<file path="config.mk">
export PLATFORM = sky130hd
export DESIGN_NAME = pca_queue
export DESIGN_NICKNAME = d
export VERILOG_FILES = /design/src/design/pca_queue.sv
export SDC_FILE = /design/constraint.sdc
export NUM_CORES = 1
export LEC_CHECK = 0
export BUFFER_PORTS_ARGS = -buffer_cell sky130_fd_sc_hd__buf_4
export CELL_PAD_IN_SITES_DETAIL_PLACEMENT = 0
export CELL_PAD_IN_SITES_GLOBAL_PLACEMENT = 2
export CORE_UTILIZATION = 35
export DETAILED_ROUTE_END_ITERATION = 8
export MAX_ROUTING_LAYER = met4
export PLACE_DENSITY = 0.64
export SLEW_MARGIN = 20
export SYNTH_ARGS = -nofsm -noshare
export SYNTH_HDL_FRONTEND = slang
export SYNTH_SLANG_ARGS = --single-unit
</file>
<file path="constraint.sdc">
create_clock -name clk -period 2.8 [get_ports clk]
set_clock_uncertainty 0.05 [all_clocks]
set_input_delay 0.56 -clock clk [delete_from_list [all_inputs] [get_ports clk]]
set_output_delay 0.56 -clock clk [all_outputs]
set_load 0.005 [all_outputs]
</file>
<file path="src/design/pca_queue.sv">
// Short first-in first-out queue of commit records between the front and back parts.
// Depends on nothing; width and depth come from the instantiating module.
module pca_queue #(
	parameter int WIDTH = 8,
	parameter int DEPTH = 4
) (
	input  logic clk,
	input  logic arst_n,
	input  logic push,
	input  logic [WIDTH-1:0] push_data,
	input  logic pop,
	output logic [WIDTH-1:0] pop_data,
	output logic full,
	output logic empty
);

	localparam int PW = (DEPTH > 1) ? $clog2(DEPTH) : 1;
	localparam int FW = $clog2(DEPTH + 1);

	logic [WIDTH-1:0] slot_q [DEPTH];
	logic [PW-1:0] wr_q;
	logic [PW-1:0] rd_q;
	logic [FW-1:0] fill_q;

	assign full = fill_q == FW'(DEPTH);
	assign empty = fill_q == '0;
	assign pop_data = slot_q[rd_q];

	always_ff @(posedge clk) begin
		if (push) slot_q[wr_q] <= push_data;
	end

	always_ff @(posedge clk or negedge arst_n) begin
		if (!arst_n) begin
			wr_q <= '0;
			rd_q <= '0;
			fill_q <= '0;
		end else begin
			if (push) wr_q <= (wr_q == PW'(DEPTH - 1)) ? '0 : PW'(wr_q + 1'b1);
			if (pop) rd_q <= (rd_q == PW'(DEPTH - 1)) ? '0 : PW'(rd_q + 1'b1);
			if (push && !pop) fill_q <= FW'(fill_q + 1'b1);
			else if (pop && !push) fill_q <= FW'(fill_q - 1'b1);
		end
	end

endmodule

</file>
# == Word-level counts from Yosys, hierarchy flattened ==
# Memories as Yosys holds them, arrays and structs flattened.
# Index checks and enable logic that the tools add are counted.
# word_totals
register_bits,7
mem_bits_rw,32
input_bits,12
out_inout_bits,10
elab_cells,23
memories,1
# classes
n_addsub,4
n_eq_ne,3
mux,6
reduce_logical,6
# memory_table
name,words,width,rd,rd_ports_with_merged_regs,wr,line,text
slot_q,4,8,1,0,1,20,logic [WIDTH-1:0] slot_q [DEPTH];
# op_table
cell,n
2-to-1 mux 3 bit,2
adder 2 x 1 -> 2 bit (second input constant),2
equality test 2 bit (second input constant),2
2-to-1 mux 2 bit,2
adder 3 x 1 -> 3 bit (second input constant),1
equality test 3 bit (second input constant),1
logical NOT 3 bit,1
subtractor 3 x 1 -> 3 bit (second input constant),1
logical AND 1 bit,2
logical NOT 1 bit,2
2-to-1 mux 1 bit,2
nonzero test 2 bit,1

# == Longest topological paths before layout ==
# logic_depth
depth_word,4
ltp_mapped,7
depth_no_buf,7

# == Least setup slack after synthesis ==
# OpenSTA, ideal clock, no wires.
# synth_timing
path_type,input to register
start,input pop
end,register fill_q[2]
setup_time_ns,0.079
t_arrival_ns,1.546
t_required_ns,2.671
setup_slack_ns,1.125
stages,7
n_path_buf,0
cell_sequence,inv_1 > ha_1 > inv_1 > fa_1 > xor2_1 > nor2_1 > xor2_1
# synth_between
elab_chain_cells,3
word_cells_on_any_way,5
cone_classes,mux (1); reduce/logical (4)
# synth_rtl
element,line,text
start: declaration,11,"input logic pop,"
logical NOT 1 bit,41,if (push && !pop) fill_q <= FW'(fill_q + 1'b1);
logical AND 1 bit,41,
2-to-1 mux 3 bit or nonzero test 2 bit (tied branches),n/a,
end signal: assignment,41,
end signal: assignment,42,else if (pop && !push) fill_q <= FW'(fill_q - 1'b1);
end: declaration,23,logic [FW-1:0] fill_q;
# Parallel ways exist; a longest one is shown, timed or not.
# A chain may end at the register's enable or synchronous reset.

# == Final worst setup path ==
# layout_timing
start,register rd_q[0]
end,output pop_data[0]
# layout_between
elab_chain_cells,1
# layout_rtl
element,line,text
start: declaration,22,logic [PW-1:0] rd_q;
start signal: assignment,40,if (pop) rd_q <= (rd_q == PW'(DEPTH - 1)) ? '0 : PW'(rd_q + 1'b1);
memory (4 x 8 bit),n/a,
end: declaration,12,"output logic [WIDTH-1:0] pop_data,"
# No other way between the ends.

==> flow_summary.yaml <==
pwr:
  netSwitchingFraction_pct: 28.1
  cellPowerDensity_nw_per_um2: 926
  max-vdd-ir-drop_uv: 347
  power_frac_clock_pct: 20.9
  share_seq_of_total_power_pct: 51.3
  comb_power_share_pct: 27.7
  p_int_mw: 1.24
  power_mw: 1.72
  p_switching_mw: 0.483
  leakage_nw: 0.691
clock_tree:
  clock_latency_ns: 0.28
  htreeDepth: 2
  cts_sinks: 39
  clock-root-buffer: "clkbuf_8"
  cts.clk_slew.worst_paths_ns: 0.07
  cts_tree: "done"
  numCtsBuffers: 5
  ctsHoldBuffers: 0
  cts_buffer_depth: 2
  cts-resized-gates: 0
  cts_setup_buffers: 0
layout:
  layout.cells.non_filler: 156
  seq_area_um2: 1140
  post-route-cell-area_um2: 1860
  multi_input_area_um2: 399
  fin_nets: 124
  areaGrowthSynthToFinish_pct: 18.4
  nFillCells: 388
  drive_gt1_share_pct: 36.8
  diodes: 0
  final_util_pct: 44.9
placement:
  port_buffers: 21
  hpwl_mm: 1.64
  dp_cells: 148
  dpl_cell_area_um2: 1770
  pre_cts_ws_ns: 0.691
  gp_congestion: 0.656
timing:
  period_needed_ns: 2.36
  setup_viol: 0
  whs_ns: 0.0244
  fmax_mhz: 424
  setup_tns_ns: 0
  worst_slack_ns: 0.439
  max_slew_margin_pct: 60.2
  drv_slew: 0
  hold_violations: 0
  worst_slew_pin_slew_ns: 0.598
  period_share_pct: 84.3
  rsz0062_at_grt: "no"
floorplan:
  die_width_um: 69.0
  die-area_um2: 4760
  die-height_um: 69.0
  core-area_um2: 4140
  io_pins: 22
  placementRows: 23
  initial_utilization_pct: 37.9
synthesis:
  synth_top_cell_area_share_pct: 61.2
  ys_async_sr_fraction_pct: 17.9
  synthDistinctLibCells: 18
  yosysSeqAreaShare_pct: 72.4
  synth_area_um2: 1570
  syn-num-nets: 98
  synth.avg_cell_area_um2: 19.9
  synthCells: 79
  synth_ff_type: "edfxtp_1"
  post-synth-top-area-cell: "edfxtp_1"
  synth_edf_count: 32
  synthTopCellsByArea: "edfxtp_1 61%, mux4_2 11%, dfrtp_1 11%, ha_1 4.8%, mux2_2 2.2%"
  synth-seq-cells: 39
  ys_warn_count: 0
flow_run:
  cap_violations: 0
critical_path:
  critPathBufInv: 1
  slowest_stage: "dfrtp_1"
  cp_data_required_time_ns: 2.19
  arrival_ns: 1.75
  path_delay_family: "flip-flops"
  crit_path_end_kind: "output port"
  path_class: "flop to output port"
  start_kind: "flop"
  max_stage_delay_ns: 0.73
  path_cells: "mux4_2, buf_4"
  cp_max_fo: 11
worst_hold_path:
  hp-class: "primary input to async pin"
global_routing:
  grt_max_degree: 13
  grt_pass1_vias: 764
  antenna_found_initial: 0
  grt_pass1_wl_mm: 3.84
  grt_usage_pct: 12.9
  grt_overflow_total: 0
detailed_routing:
  vias_per_cell: 4.78
  drtPass1Iterations: 2
  via_count: 745
  ant_nets: 0
  drt-total-wl_mm: 2.40
  wl_per_cell_um: 15.4
  drtIter0Drc: 46
  post-route-drc-count: 0
run_status:
  outcome: "completed"
==> flip-flops by register name (all words and copies together), names as in the netlist <==
signal,count
slot_q,32
wr_q,2
rd_q,2
fill_q,3
==> cells by family (layout without fill, tap and decap cells) <==
logic type / Yosys count / in the layout / synth area share (%)
flip-flops: 39 / 39 / 72.4
multiplexers: 11 / 11 / 13.6
AND/OR/NAND/NOR: 10 / 10 / 3.43
adder cells (fa/ha/maj): 7 / 7 / 6.06
buffers and inverters: 7 / 34 / 2.23
XOR/XNOR: 3 / 3 / 1.67
AO/OA/AOI/OAI: 2 / 2 / 0.637
==> routing by layer <==
| metal | vias up | GRT usage, % | wire [um] |
|---|---|---|---|
| met3 | 7 | 3.95 | 76 |
| met2 | 15 | 18.8 | 1190 |
| met5 | - | - | 0 |
| met4 | 0 | 8.42 | 59 |
| met1 | 372 | 15.3 | 1080 |
| li1 | 351 | - | - |
==> Yosys cell counts (2+ instances only) <==
cell	count
mux4_2	8
edfxtp_1	32
inv_1	5
o21ai_0	2
ha_1	6
mux2_2	3
nor2_1	2
dfrtp_1	7
xor2_1	2
and2_1	4
==> worst register-to-register path: stages, from the launching register on <==
cell	delay, ns
dfrtp_1	0.73
ha_1	0.33
mux2_2	0.26
==> cell usage in the layout (no fill, tap or decap), types with 2 or more instances in the layout <==
cell type,count
and2_1,4
buf_4,21
clkbuf_8,5
dfrtp_1,7
edfxtp_1,32
ha_1,6
inv_1,5
mux2_2,3
mux4_2,8
nor2_1,2
o21ai_0,2
xor2_1,2
==> power groups by stage <==
stage | logic, mW | registers (mW) | clock network (mW)
2_1_floorplan | 0.362 | 0.822 | 0
3_3_place_gp | 0.483 | 0.900 | 0
3_5_place_dp | 0.491 | 0.904 | 0
4_1_cts | 0.491 | 0.892 | 0.374
5_1_grt | 0.544 | 0.913 | 0.392
6_report | 0.477 | 0.884 | 0.360
==> path summary, 6_finish.rpt <==
check                             start           end  slack (ns)  depth (start not counted)
min reg2reg                   fill_q[2]     fill_q[2]        0.45                          1
max in group asynchronous        arst_n       wr_q[1]        2.55                          1
max                             rd_q[0]   pop_data[0]        0.44                          2
max reg2reg                     rd_q[0]       rd_q[1]        1.33                          2
min                              arst_n     fill_q[2]        0.02                          1
min in group clk           push_data[5]  slot_q[1][5]        0.42                          1
==> final cells by class <==
| type | count | share of cell area, % |
|---|---|---|
| timing repair buffer | 21 | 8.48 |
| inverter | 5 | 1.01 |
| sequential | 39 | 61.1 |
| clock buffer | 6 | 3.90 |
| tap | 50 | 3.36 |
| multi-input combinational | 33 | 21.5 |
| clock inverter | 2 | 0.673 |
(Power assumes the default switching activity.)
