[src/design/pca_pkg.sv]
// Shared widths, codes, table entry type and width helpers of the pedestal accumulator.
// Depends on nothing; used by the front part, the back part, the top level and the checker.
package pca_pkg;

	localparam int CHAN_W = 10;
	localparam int ADC_W = 10;
	localparam int TOT_W = 12;
	localparam int TOA_W = 10;
	localparam int SUM_W = 42;
	localparam int SQ_W = 52;
	localparam int CNT_W = 32;
	localparam int FLAG_N = 4;

	localparam int S_TDATA_W = 48;
	localparam int M_TDATA_W = 264;
	localparam int CFG_IDX_W = 2;
	localparam int CFG_DATA_W = 11;

	localparam int CHANNELS_DEF = 1024;
	localparam int MAX_SAMPLES_DEF = 16;
	localparam int QUEUE_DEPTH = 4;

	localparam logic [CFG_DATA_W-1:0] LOW_CUTOFF_RST = 11'd10;
	localparam logic [CFG_DATA_W-1:0] HIGH_CUTOFF_RST = 11'd512;

	localparam logic [CFG_IDX_W-1:0] CFG_TOT_EN = 2'd0;
	localparam logic [CFG_IDX_W-1:0] CFG_TOA_EN = 2'd1;
	localparam logic [CFG_IDX_W-1:0] CFG_LOW_CUT = 2'd2;
	localparam logic [CFG_IDX_W-1:0] CFG_HIGH_CUT = 2'd3;

	localparam int FLAG_TOT = 0;
	localparam int FLAG_TOA = 1;
	localparam int FLAG_UNDER = 2;
	localparam int FLAG_OVER = 3;

	localparam int ADC_MAX = (1 << ADC_W) - 1;

	typedef struct packed {
		logic [FLAG_N-1:0][CNT_W-1:0] rej;
		logic [CNT_W-1:0] entries;
		logic [SQ_W-1:0] sq;
		logic [SUM_W-1:0] sum;
	} entry_t;

	function automatic int dsum_width(int max_samples);
		return $clog2(max_samples * ADC_MAX + 1);
	endfunction

	function automatic int dsq_width(int max_samples);
		return $clog2(max_samples * ADC_MAX * ADC_MAX + 1);
	endfunction

	function automatic int dcnt_width(int max_samples);
		return $clog2(max_samples + 1);
	endfunction

	function automatic int rec_width(int max_samples);
		return CHAN_W + dsum_width(max_samples) + dsq_width(max_samples)
			+ dcnt_width(max_samples) + FLAG_N;
	endfunction

endpackage

[src/design/pca_front.sv]
// Front part: configuration registers, sample intake and per-digi accumulation.
// Depends on pca_pkg; pushes one commit record per closed digi of an in-range channel into the queue.
module pca_front #(
	parameter int CHANNELS = pca_pkg::CHANNELS_DEF,
	parameter int MAX_SAMPLES = pca_pkg::MAX_SAMPLES_DEF,
	localparam int REC_W = pca_pkg::rec_width(MAX_SAMPLES)
) (
	input  logic clk,
	input  logic arst_n,
	input  logic s_tvalid,
	output logic s_tready,
	input  logic [pca_pkg::S_TDATA_W-1:0] s_tdata,
	input  logic s_tlast,
	input  logic cfg_valid,
	input  logic cfg_ready,
	input  logic [pca_pkg::CFG_IDX_W-1:0] cfg_index,
	input  logic [pca_pkg::CFG_DATA_W-1:0] cfg_data,
	input  logic queue_full,
	input  logic clearing,
	output logic push,
	output logic [REC_W-1:0] push_data
);

	localparam int DS_W = pca_pkg::dsum_width(MAX_SAMPLES);
	localparam int DQ_W = pca_pkg::dsq_width(MAX_SAMPLES);
	localparam int DC_W = pca_pkg::dcnt_width(MAX_SAMPLES);

	logic tot_en_q;
	logic toa_en_q;
	logic [pca_pkg::CFG_DATA_W-1:0] low_cut_q;
	logic [pca_pkg::CFG_DATA_W-1:0] high_cut_q;

	logic [DS_W-1:0] dsum_q;
	logic [DQ_W-1:0] dsq_q;
	logic [DC_W-1:0] dcnt_q;
	logic [pca_pkg::FLAG_N-1:0] flags_q;

	logic [pca_pkg::CHAN_W-1:0] channel;
	logic [pca_pkg::ADC_W-1:0] adc_value;
	logic [pca_pkg::TOT_W-1:0] tot_value;
	logic [pca_pkg::TOA_W-1:0] toa_value;

	logic accept;
	logic take;
	logic in_range;
	logic [2*pca_pkg::ADC_W-1:0] adc_sq;
	logic [DS_W-1:0] dsum_d;
	logic [DQ_W-1:0] dsq_d;
	logic [DC_W-1:0] dcnt_d;
	logic [pca_pkg::FLAG_N-1:0] flags_d;

	assign channel = s_tdata[9:0];
	assign adc_value = s_tdata[19:10];
	assign tot_value = s_tdata[31:20];
	assign toa_value = s_tdata[41:32];

	assign s_tready = !queue_full && !clearing;
	assign accept = s_tvalid && s_tready;
	assign in_range = 32'(channel) < CHANNELS;

	always_comb begin
		flags_d = flags_q;
		if (tot_en_q && (tot_value != '0)) flags_d[pca_pkg::FLAG_TOT] = 1'b1;
		if (toa_en_q && (toa_value != '0)) flags_d[pca_pkg::FLAG_TOA] = 1'b1;
		if ({1'b0, adc_value} < low_cut_q) flags_d[pca_pkg::FLAG_UNDER] = 1'b1;
		if ({1'b0, adc_value} > high_cut_q) flags_d[pca_pkg::FLAG_OVER] = 1'b1;
		take = dcnt_q < DC_W'(MAX_SAMPLES);
		adc_sq = adc_value * adc_value;
		dsum_d = dsum_q;
		dsq_d = dsq_q;
		dcnt_d = dcnt_q;
		if (take) begin
			dsum_d = dsum_q + DS_W'(adc_value);
			dsq_d = dsq_q + DQ_W'(adc_sq);
			dcnt_d = dcnt_q + DC_W'(1);
		end
	end

	assign push = accept && s_tlast && in_range;
	assign push_data = {flags_d, dcnt_d, dsq_d, dsum_d, channel};

	always_ff @(posedge clk or negedge arst_n) begin
		if (!arst_n) begin
			tot_en_q <= 1'b1;
			toa_en_q <= 1'b1;
			low_cut_q <= pca_pkg::LOW_CUTOFF_RST;
			high_cut_q <= pca_pkg::HIGH_CUTOFF_RST;
		end else if (cfg_valid && cfg_ready) begin
			unique case (cfg_index)
				pca_pkg::CFG_TOT_EN: tot_en_q <= cfg_data[0];
				pca_pkg::CFG_TOA_EN: toa_en_q <= cfg_data[0];
				pca_pkg::CFG_LOW_CUT: low_cut_q <= cfg_data;
				pca_pkg::CFG_HIGH_CUT: high_cut_q <= cfg_data;
			endcase
		end
	end

	always_ff @(posedge clk or negedge arst_n) begin
		if (!arst_n) begin
			dsum_q <= '0;
			dsq_q <= '0;
			dcnt_q <= '0;
			flags_q <= '0;
		end else if (accept) begin
			if (s_tlast) begin
				dsum_q <= '0;
				dsq_q <= '0;
				dcnt_q <= '0;
				flags_q <= '0;
			end else begin
				dsum_q <= dsum_d;
				dsq_q <= dsq_d;
				dcnt_q <= dcnt_d;
				flags_q <= flags_d;
			end
		end
	end

endmodule

[config.mk]
export PLATFORM = sky130hd
export DESIGN_NAME = pca_front
export DESIGN_NICKNAME = d
export VERILOG_FILES = /design/src/design/pca_pkg.sv /design/src/design/pca_front.sv
export SDC_FILE = /design/constraint.sdc
export NUM_CORES = 1
export LEC_CHECK = 0
export BUFFER_PORTS_ARGS = -buffer_cell sky130_fd_sc_hd__buf_2
export CORE_MARGIN = 4
export CORE_UTILIZATION = 55
export DETAILED_ROUTE_END_ITERATION = 12
export PLACE_DENSITY = 0.82
export RECOVER_POWER = 25
export SYNTH_ARGS = -nofsm -noshare
export SYNTH_HDL_FRONTEND = slang
export SYNTH_SLANG_ARGS = --single-unit
[constraint.sdc]
create_clock -name clk -period 7.1 [get_ports clk]
set_input_delay 0.355 -clock clk [delete_from_list [all_inputs] [get_ports clk]]
set_output_delay 0.355 -clock clk [all_outputs]
set_load 0.01 [all_outputs]
# Word-level counts from Yosys, hierarchy flattened
# Index checks and enable logic that the tools add are counted.
# W data, S select, Z words.
[totals]
ff_bits = 71
[op_classes]
add_sub_neg = 3
multipliers = 1
order_cmp = 3
eq_ne = 3
n_mux = 11
n_reduce_logical = 15
[op_table]
columns = ["operator", "n"]
rows = [
  ["$mux W24", 2],
  ["$mux W14", 2],
  ["$add A24 B20 Y24", 1],
  ["$mul A10 B10 Y20", 1],
  ["$add A14 B10 Y14", 1],
  ["$reduce_bool A12 Y1", 1],
  ["$gt A10 B11 Y1", 1],
  ["$lt A10 B11 Y1", 1],
  ["$mux W5", 2],
  ["$reduce_bool A10 Y1", 1],
  ["$reduce_and A2 Y1", 4],
  ["$logic_and A1 B1 Y1", 6],
  ["$add A5 B1 Y5 const B", 1],
  ["$lt A5 B5 Y1 const B", 1],
  ["$eq A2 B2 Y1 const B", 2],
  ["$mux W1", 4],
  ["$mux W4", 1],
  ["$eq A2 B1 Y1 const B", 1],
  ["$logic_not A1 Y1", 2],
  ["$logic_not A2 Y1", 1],
]

# Longest topological paths before layout
[depth]
word_depth = 4
mapped_depth = 22
ltp_nobuf = 20

# Least setup slack after synthesis
# OpenSTA, ideal clock, no wires.
[synth_timing]
path_kind = "input -> output"
startpoint = "input port s_tdata[18] (netlist name)"
endpoint = "output port push_data[44]"
t_arrival_ns = 5.099
t_required_ns = 6.745
path_slack_ns = 1.646
stages = 18
path_buffers = 1
path_cell_list = "clkbuf_1 -> and2_1 -> fa_1 -> fa_1 -> inv_1 -> fa_1 -> inv_1 -> fa_1 -> inv_1 -> fa_1 -> inv_1 -> ha_1 -> and3_1 -> a31oi_1 -> a21oi_2 -> o31ai_2 -> a21boi_1 -> o31ai_1"
[synth_via]
elab_chain_len = 3
[synth_lines]
columns = ["element", "line_no", "source"]
rows = [
  ["start, declared", "pca_front.sv:12", "input logic [pca_pkg::S_TDATA_W-1:0] s_tdata,"],
  ["$mul A10 B10 Y20", "pca_front.sv:68", "adc_sq = adc_value * adc_value;"],
  ["$add A24 B20 Y24", "pca_front.sv:74", "dsq_d = dsq_q + DQ_W'(adc_sq);"],
  ["$mux W24", "pca_front.sv:72", "if (take) begin"],
  ["end, declared", "pca_front.sv:21", "output logic [REC_W-1:0] push_data"],
]
# No other way between the ends.

# Worst setup path in the final report
[layout_timing]
startpoint = "input port s_tdata[13] (netlist name)"
endpoint = "output port push_data[47]"
# The elaborated chain is that of the path after synthesis.

==> impl_metrics.csv <==
group,metric,value,unit
synthesis,synth-xor-area-share,3.98,%
synthesis,synth_fa_ha_area_share,30.7,%
global_route,grt-ovfl-total,0,
clock_network,post_cts_buffers,0,
synthesis,syn_area_per_cell,8.80,µm²
synthesis,synth_top_family_by_area,"adder cells",
synthesis,ys_ff_latch,71,
clock_network,clkTransAtPathRegs,0.06,ns
synthesis,ys.flop_type,"dfrtp_1",
setup_path,start_kind,"primary input",
place,gp_congestion,0.880,
cells_and_area,final_area,8810,µm²
floorplan,io_pins,128,
place,dp.cells,1143,
setup_path,worstPathRequired,6.74,ns
synthesis,synth_edf_count,0,
clock_network,hold_buffers,0,
job,maxCapViolations,1,
sta,finalSetupViolations,0,
setup_path,r2r_slack,2.85,ns
place,hpwl,14300,µm
synthesis,yosysTopAreaCellShare,20.8,%
synthesis,synth_nets,1124,
sta,final.setup_skew,0.00688,ns
detailed_routing,drt_wl_total,18800,µm
sta,rsz0062_at_grt,"no",
clock_network,cts_made_buffers,9,
clock_network,cts_tree,"built",
pwr,p_leak,4.58,nW
global_route,grt_start_max_net_pins,72,
setup_path,end_kind,"primary output",
setup_path,critPathArrivalTime,5.84,ns
sta,max-slew-margin-rel,-167,%
cells_and_area,final_common_cell,"inv_1",
floorplan,dieHeight,128,µm
sta,maxSlewViolCount,72,
status,violations,"max-capacitance violations, max-slew violations",
pwr,vdd_drop_max,0.000309,V
synthesis,ys_async_sr_fraction,100,%
detailed_routing,avgViaCountPerCell,5.61,
clock_network,cts_resized,0,
sta,min_period,6.19,ns
floorplan,core_area,14000,µm²
sta,setup-tns-final,0,ns
global_route,grt_pass1_wl,31800,µm
clock_network,cts-root-buf,"clkbuf_16",
detailed_routing,wl_per_cell,16.2,µm
cells_and_area,fin_cells,1159,
cells_and_area,drive_gt1_share,17.2,%
detailed_routing,drc_errors,0,
detailed_routing,detailedRoute.firstIterationViolations,402,
sta,setup_slack,0.905,ns
detailed_routing,dr.pass1.iters,7,
hold_path,hp-class,"in2reg",
synthesis,netlist_top_cells_area,"dfrtp_1 21%, fa_1 17%, ha_1 14%",
sta,hold_viol,0,
setup_path,crit_type,"in2out",
place,post_dp_cell_area,8480,µm²
floorplan,dieArea,16400,µm²
synthesis,yosysUniqueCellTypes,57,
cells_and_area,syn_to_final_growth,11.1,%
setup_path,cp_max_fo,14,
place,placement.io_buffers,101,
synthesis,muxShareOfSynthArea,4.80,%
status,run_status,"finished, violations left",
sta,hold_ws,0.257,ns
global_route,antenna_found_initial,0,
synthesis,yosys.area_share.simple,14.4,%
global_route,grt_pass1_vias,6619,
floorplan,rows,43,
synthesis,yosysWarnings,0,
clock_network,worst_skew_pair.late_latency,0.35,ns
pwr,p_per_area,483,nW/µm²
cells_and_area,diodes,0,
synthesis,synth_area,7930,µm²
clock_network,clock_path_buffers,2,
detailed_routing,ant_nets,0,
floorplan,start_util,56.7,%
clock_network,cts_num_sinks,71,
detailed_routing,vias,6498,
synthesis,synth_compound_area_share,14.1,%
synthesis,seq_area_frac_synth,22.5,%
global_route,grt_use_total,24.1,%
cells_and_area,layout.nets,1197,
sta,worstMarginPinSlew,4.00,ns
sta,fmax,161,MHz
place,post-place-ws,0.996,ns
floorplan,dieWidth,128,µm
synthesis,synthCells,901,
clock_network,cts.htree.levels,3,
cells_and_area,layout_common_cells,"152 x inv_1, 117 x nand2_1, 99 x buf_2",
sta,timing.final.crit_share,87.2,%
synthesis,synth_top_area_cell,"dfrtp_1",
[synth_stat cells, types with 13 or more instances]
cell	n
a21oi_1	29
nand3_1	18
xor2_1	13
inv_1	152
nor2_1	35
xnor2_1	23
dfrtp_1	66
ha_1	87
and2_1	24
fa_1	67
mux2_2	32
clkbuf_1	30
o21ai_0	51
nand2_1	117
[area by class of cell]
cell class / count / area, µm²
tap: 180 / 225
clock buffer: 10 / 239
sequential: 71 / 1780
inverter: 152 / 571
clock inverter: 6 / 90.1
timing repair buffer: 103 / 518
multi-input combinational: 637 / 5380
fill: 1150 / 5180
[per-layer routing]
layer	wire length, µm	GRT usage, %
met5	0	0
met4	369	7.87
met1	7960	31.6
met2	9310	41.5
met3	1150	3.08
[logic make-up after synthesis]
family | after synthesis
multiplexers | 34
XOR/XNOR | 36
buffers and inverters | 193
adder cells (fa/ha/maj) | 154
AO/OA/AOI/OAI | 167
AND/OR/NAND/NOR | 246
flip-flops | 71
[worst paths after layout]
check                             from  cells after the start             to
hold reg to reg               dsq_q[0]                      2       dsq_q[0]
setup / recovery           s_tdata[13]                     20  push_data[47]
min in group asynchronous       arst_n                      1   low_cut_q[0]
setup reg to reg              dsq_q[8]                     15      dsq_q[23]
max in group asynchronous       arst_n                      1      dcnt_q[4]
hold / removal             cfg_data[2]                      2   low_cut_q[2]
[critical path: stages]
cell	delay (ns)
buf_2	0.30
and2_1	0.27
fa_1	0.45
fa_1	0.54
inv_1	0.05
fa_1	0.52
inv_1	0.05
fa_1	0.54
inv_1	0.06
fa_1	0.52
inv_1	0.04
ha_1	0.35
and3_1	0.23
nor2b_1	0.14
a21oi_1	0.36
a211oi_1	0.14
nor4_1	0.38
nor2_1	0.14
xnor2_1	0.21
buf_2	0.17
[where the power goes]
part / leakage, nW / internal (W) / total (W) / switching, W
logic: 3.51 / 0.00127 / 0.00313 / 0.00186
clock network: 0.159 / 0.000319 / 0.000513 / 0.000194
registers: 0.902 / 0.000517 / 0.000613 / 0.0000960
total: 4.58 / 0.00211 / 0.00426 / 0.00215
[metrics by stage]
step / utilization (%) / total power, W
6_report: 63.0 / 0.00426
5_1_grt: 63.0 / 0.00469
4_1_cts: 63.0 / 0.00428
3_5_place_dp: 60.7 / 0.00374
3_3_place_gp: 60.7 / 0.00368
2_1_floorplan: - / 0.00284
[flip-flops by register name (all words and copies together), names as in the netlist]
signal and flops:
high_cut_q 11, flags_q 4, dsum_q 14, toa_en_q 1, dsq_q 24, low_cut_q 11, dcnt_q 5, tot_en_q 1
No activity file was read; power rests on OpenSTA's default activity.
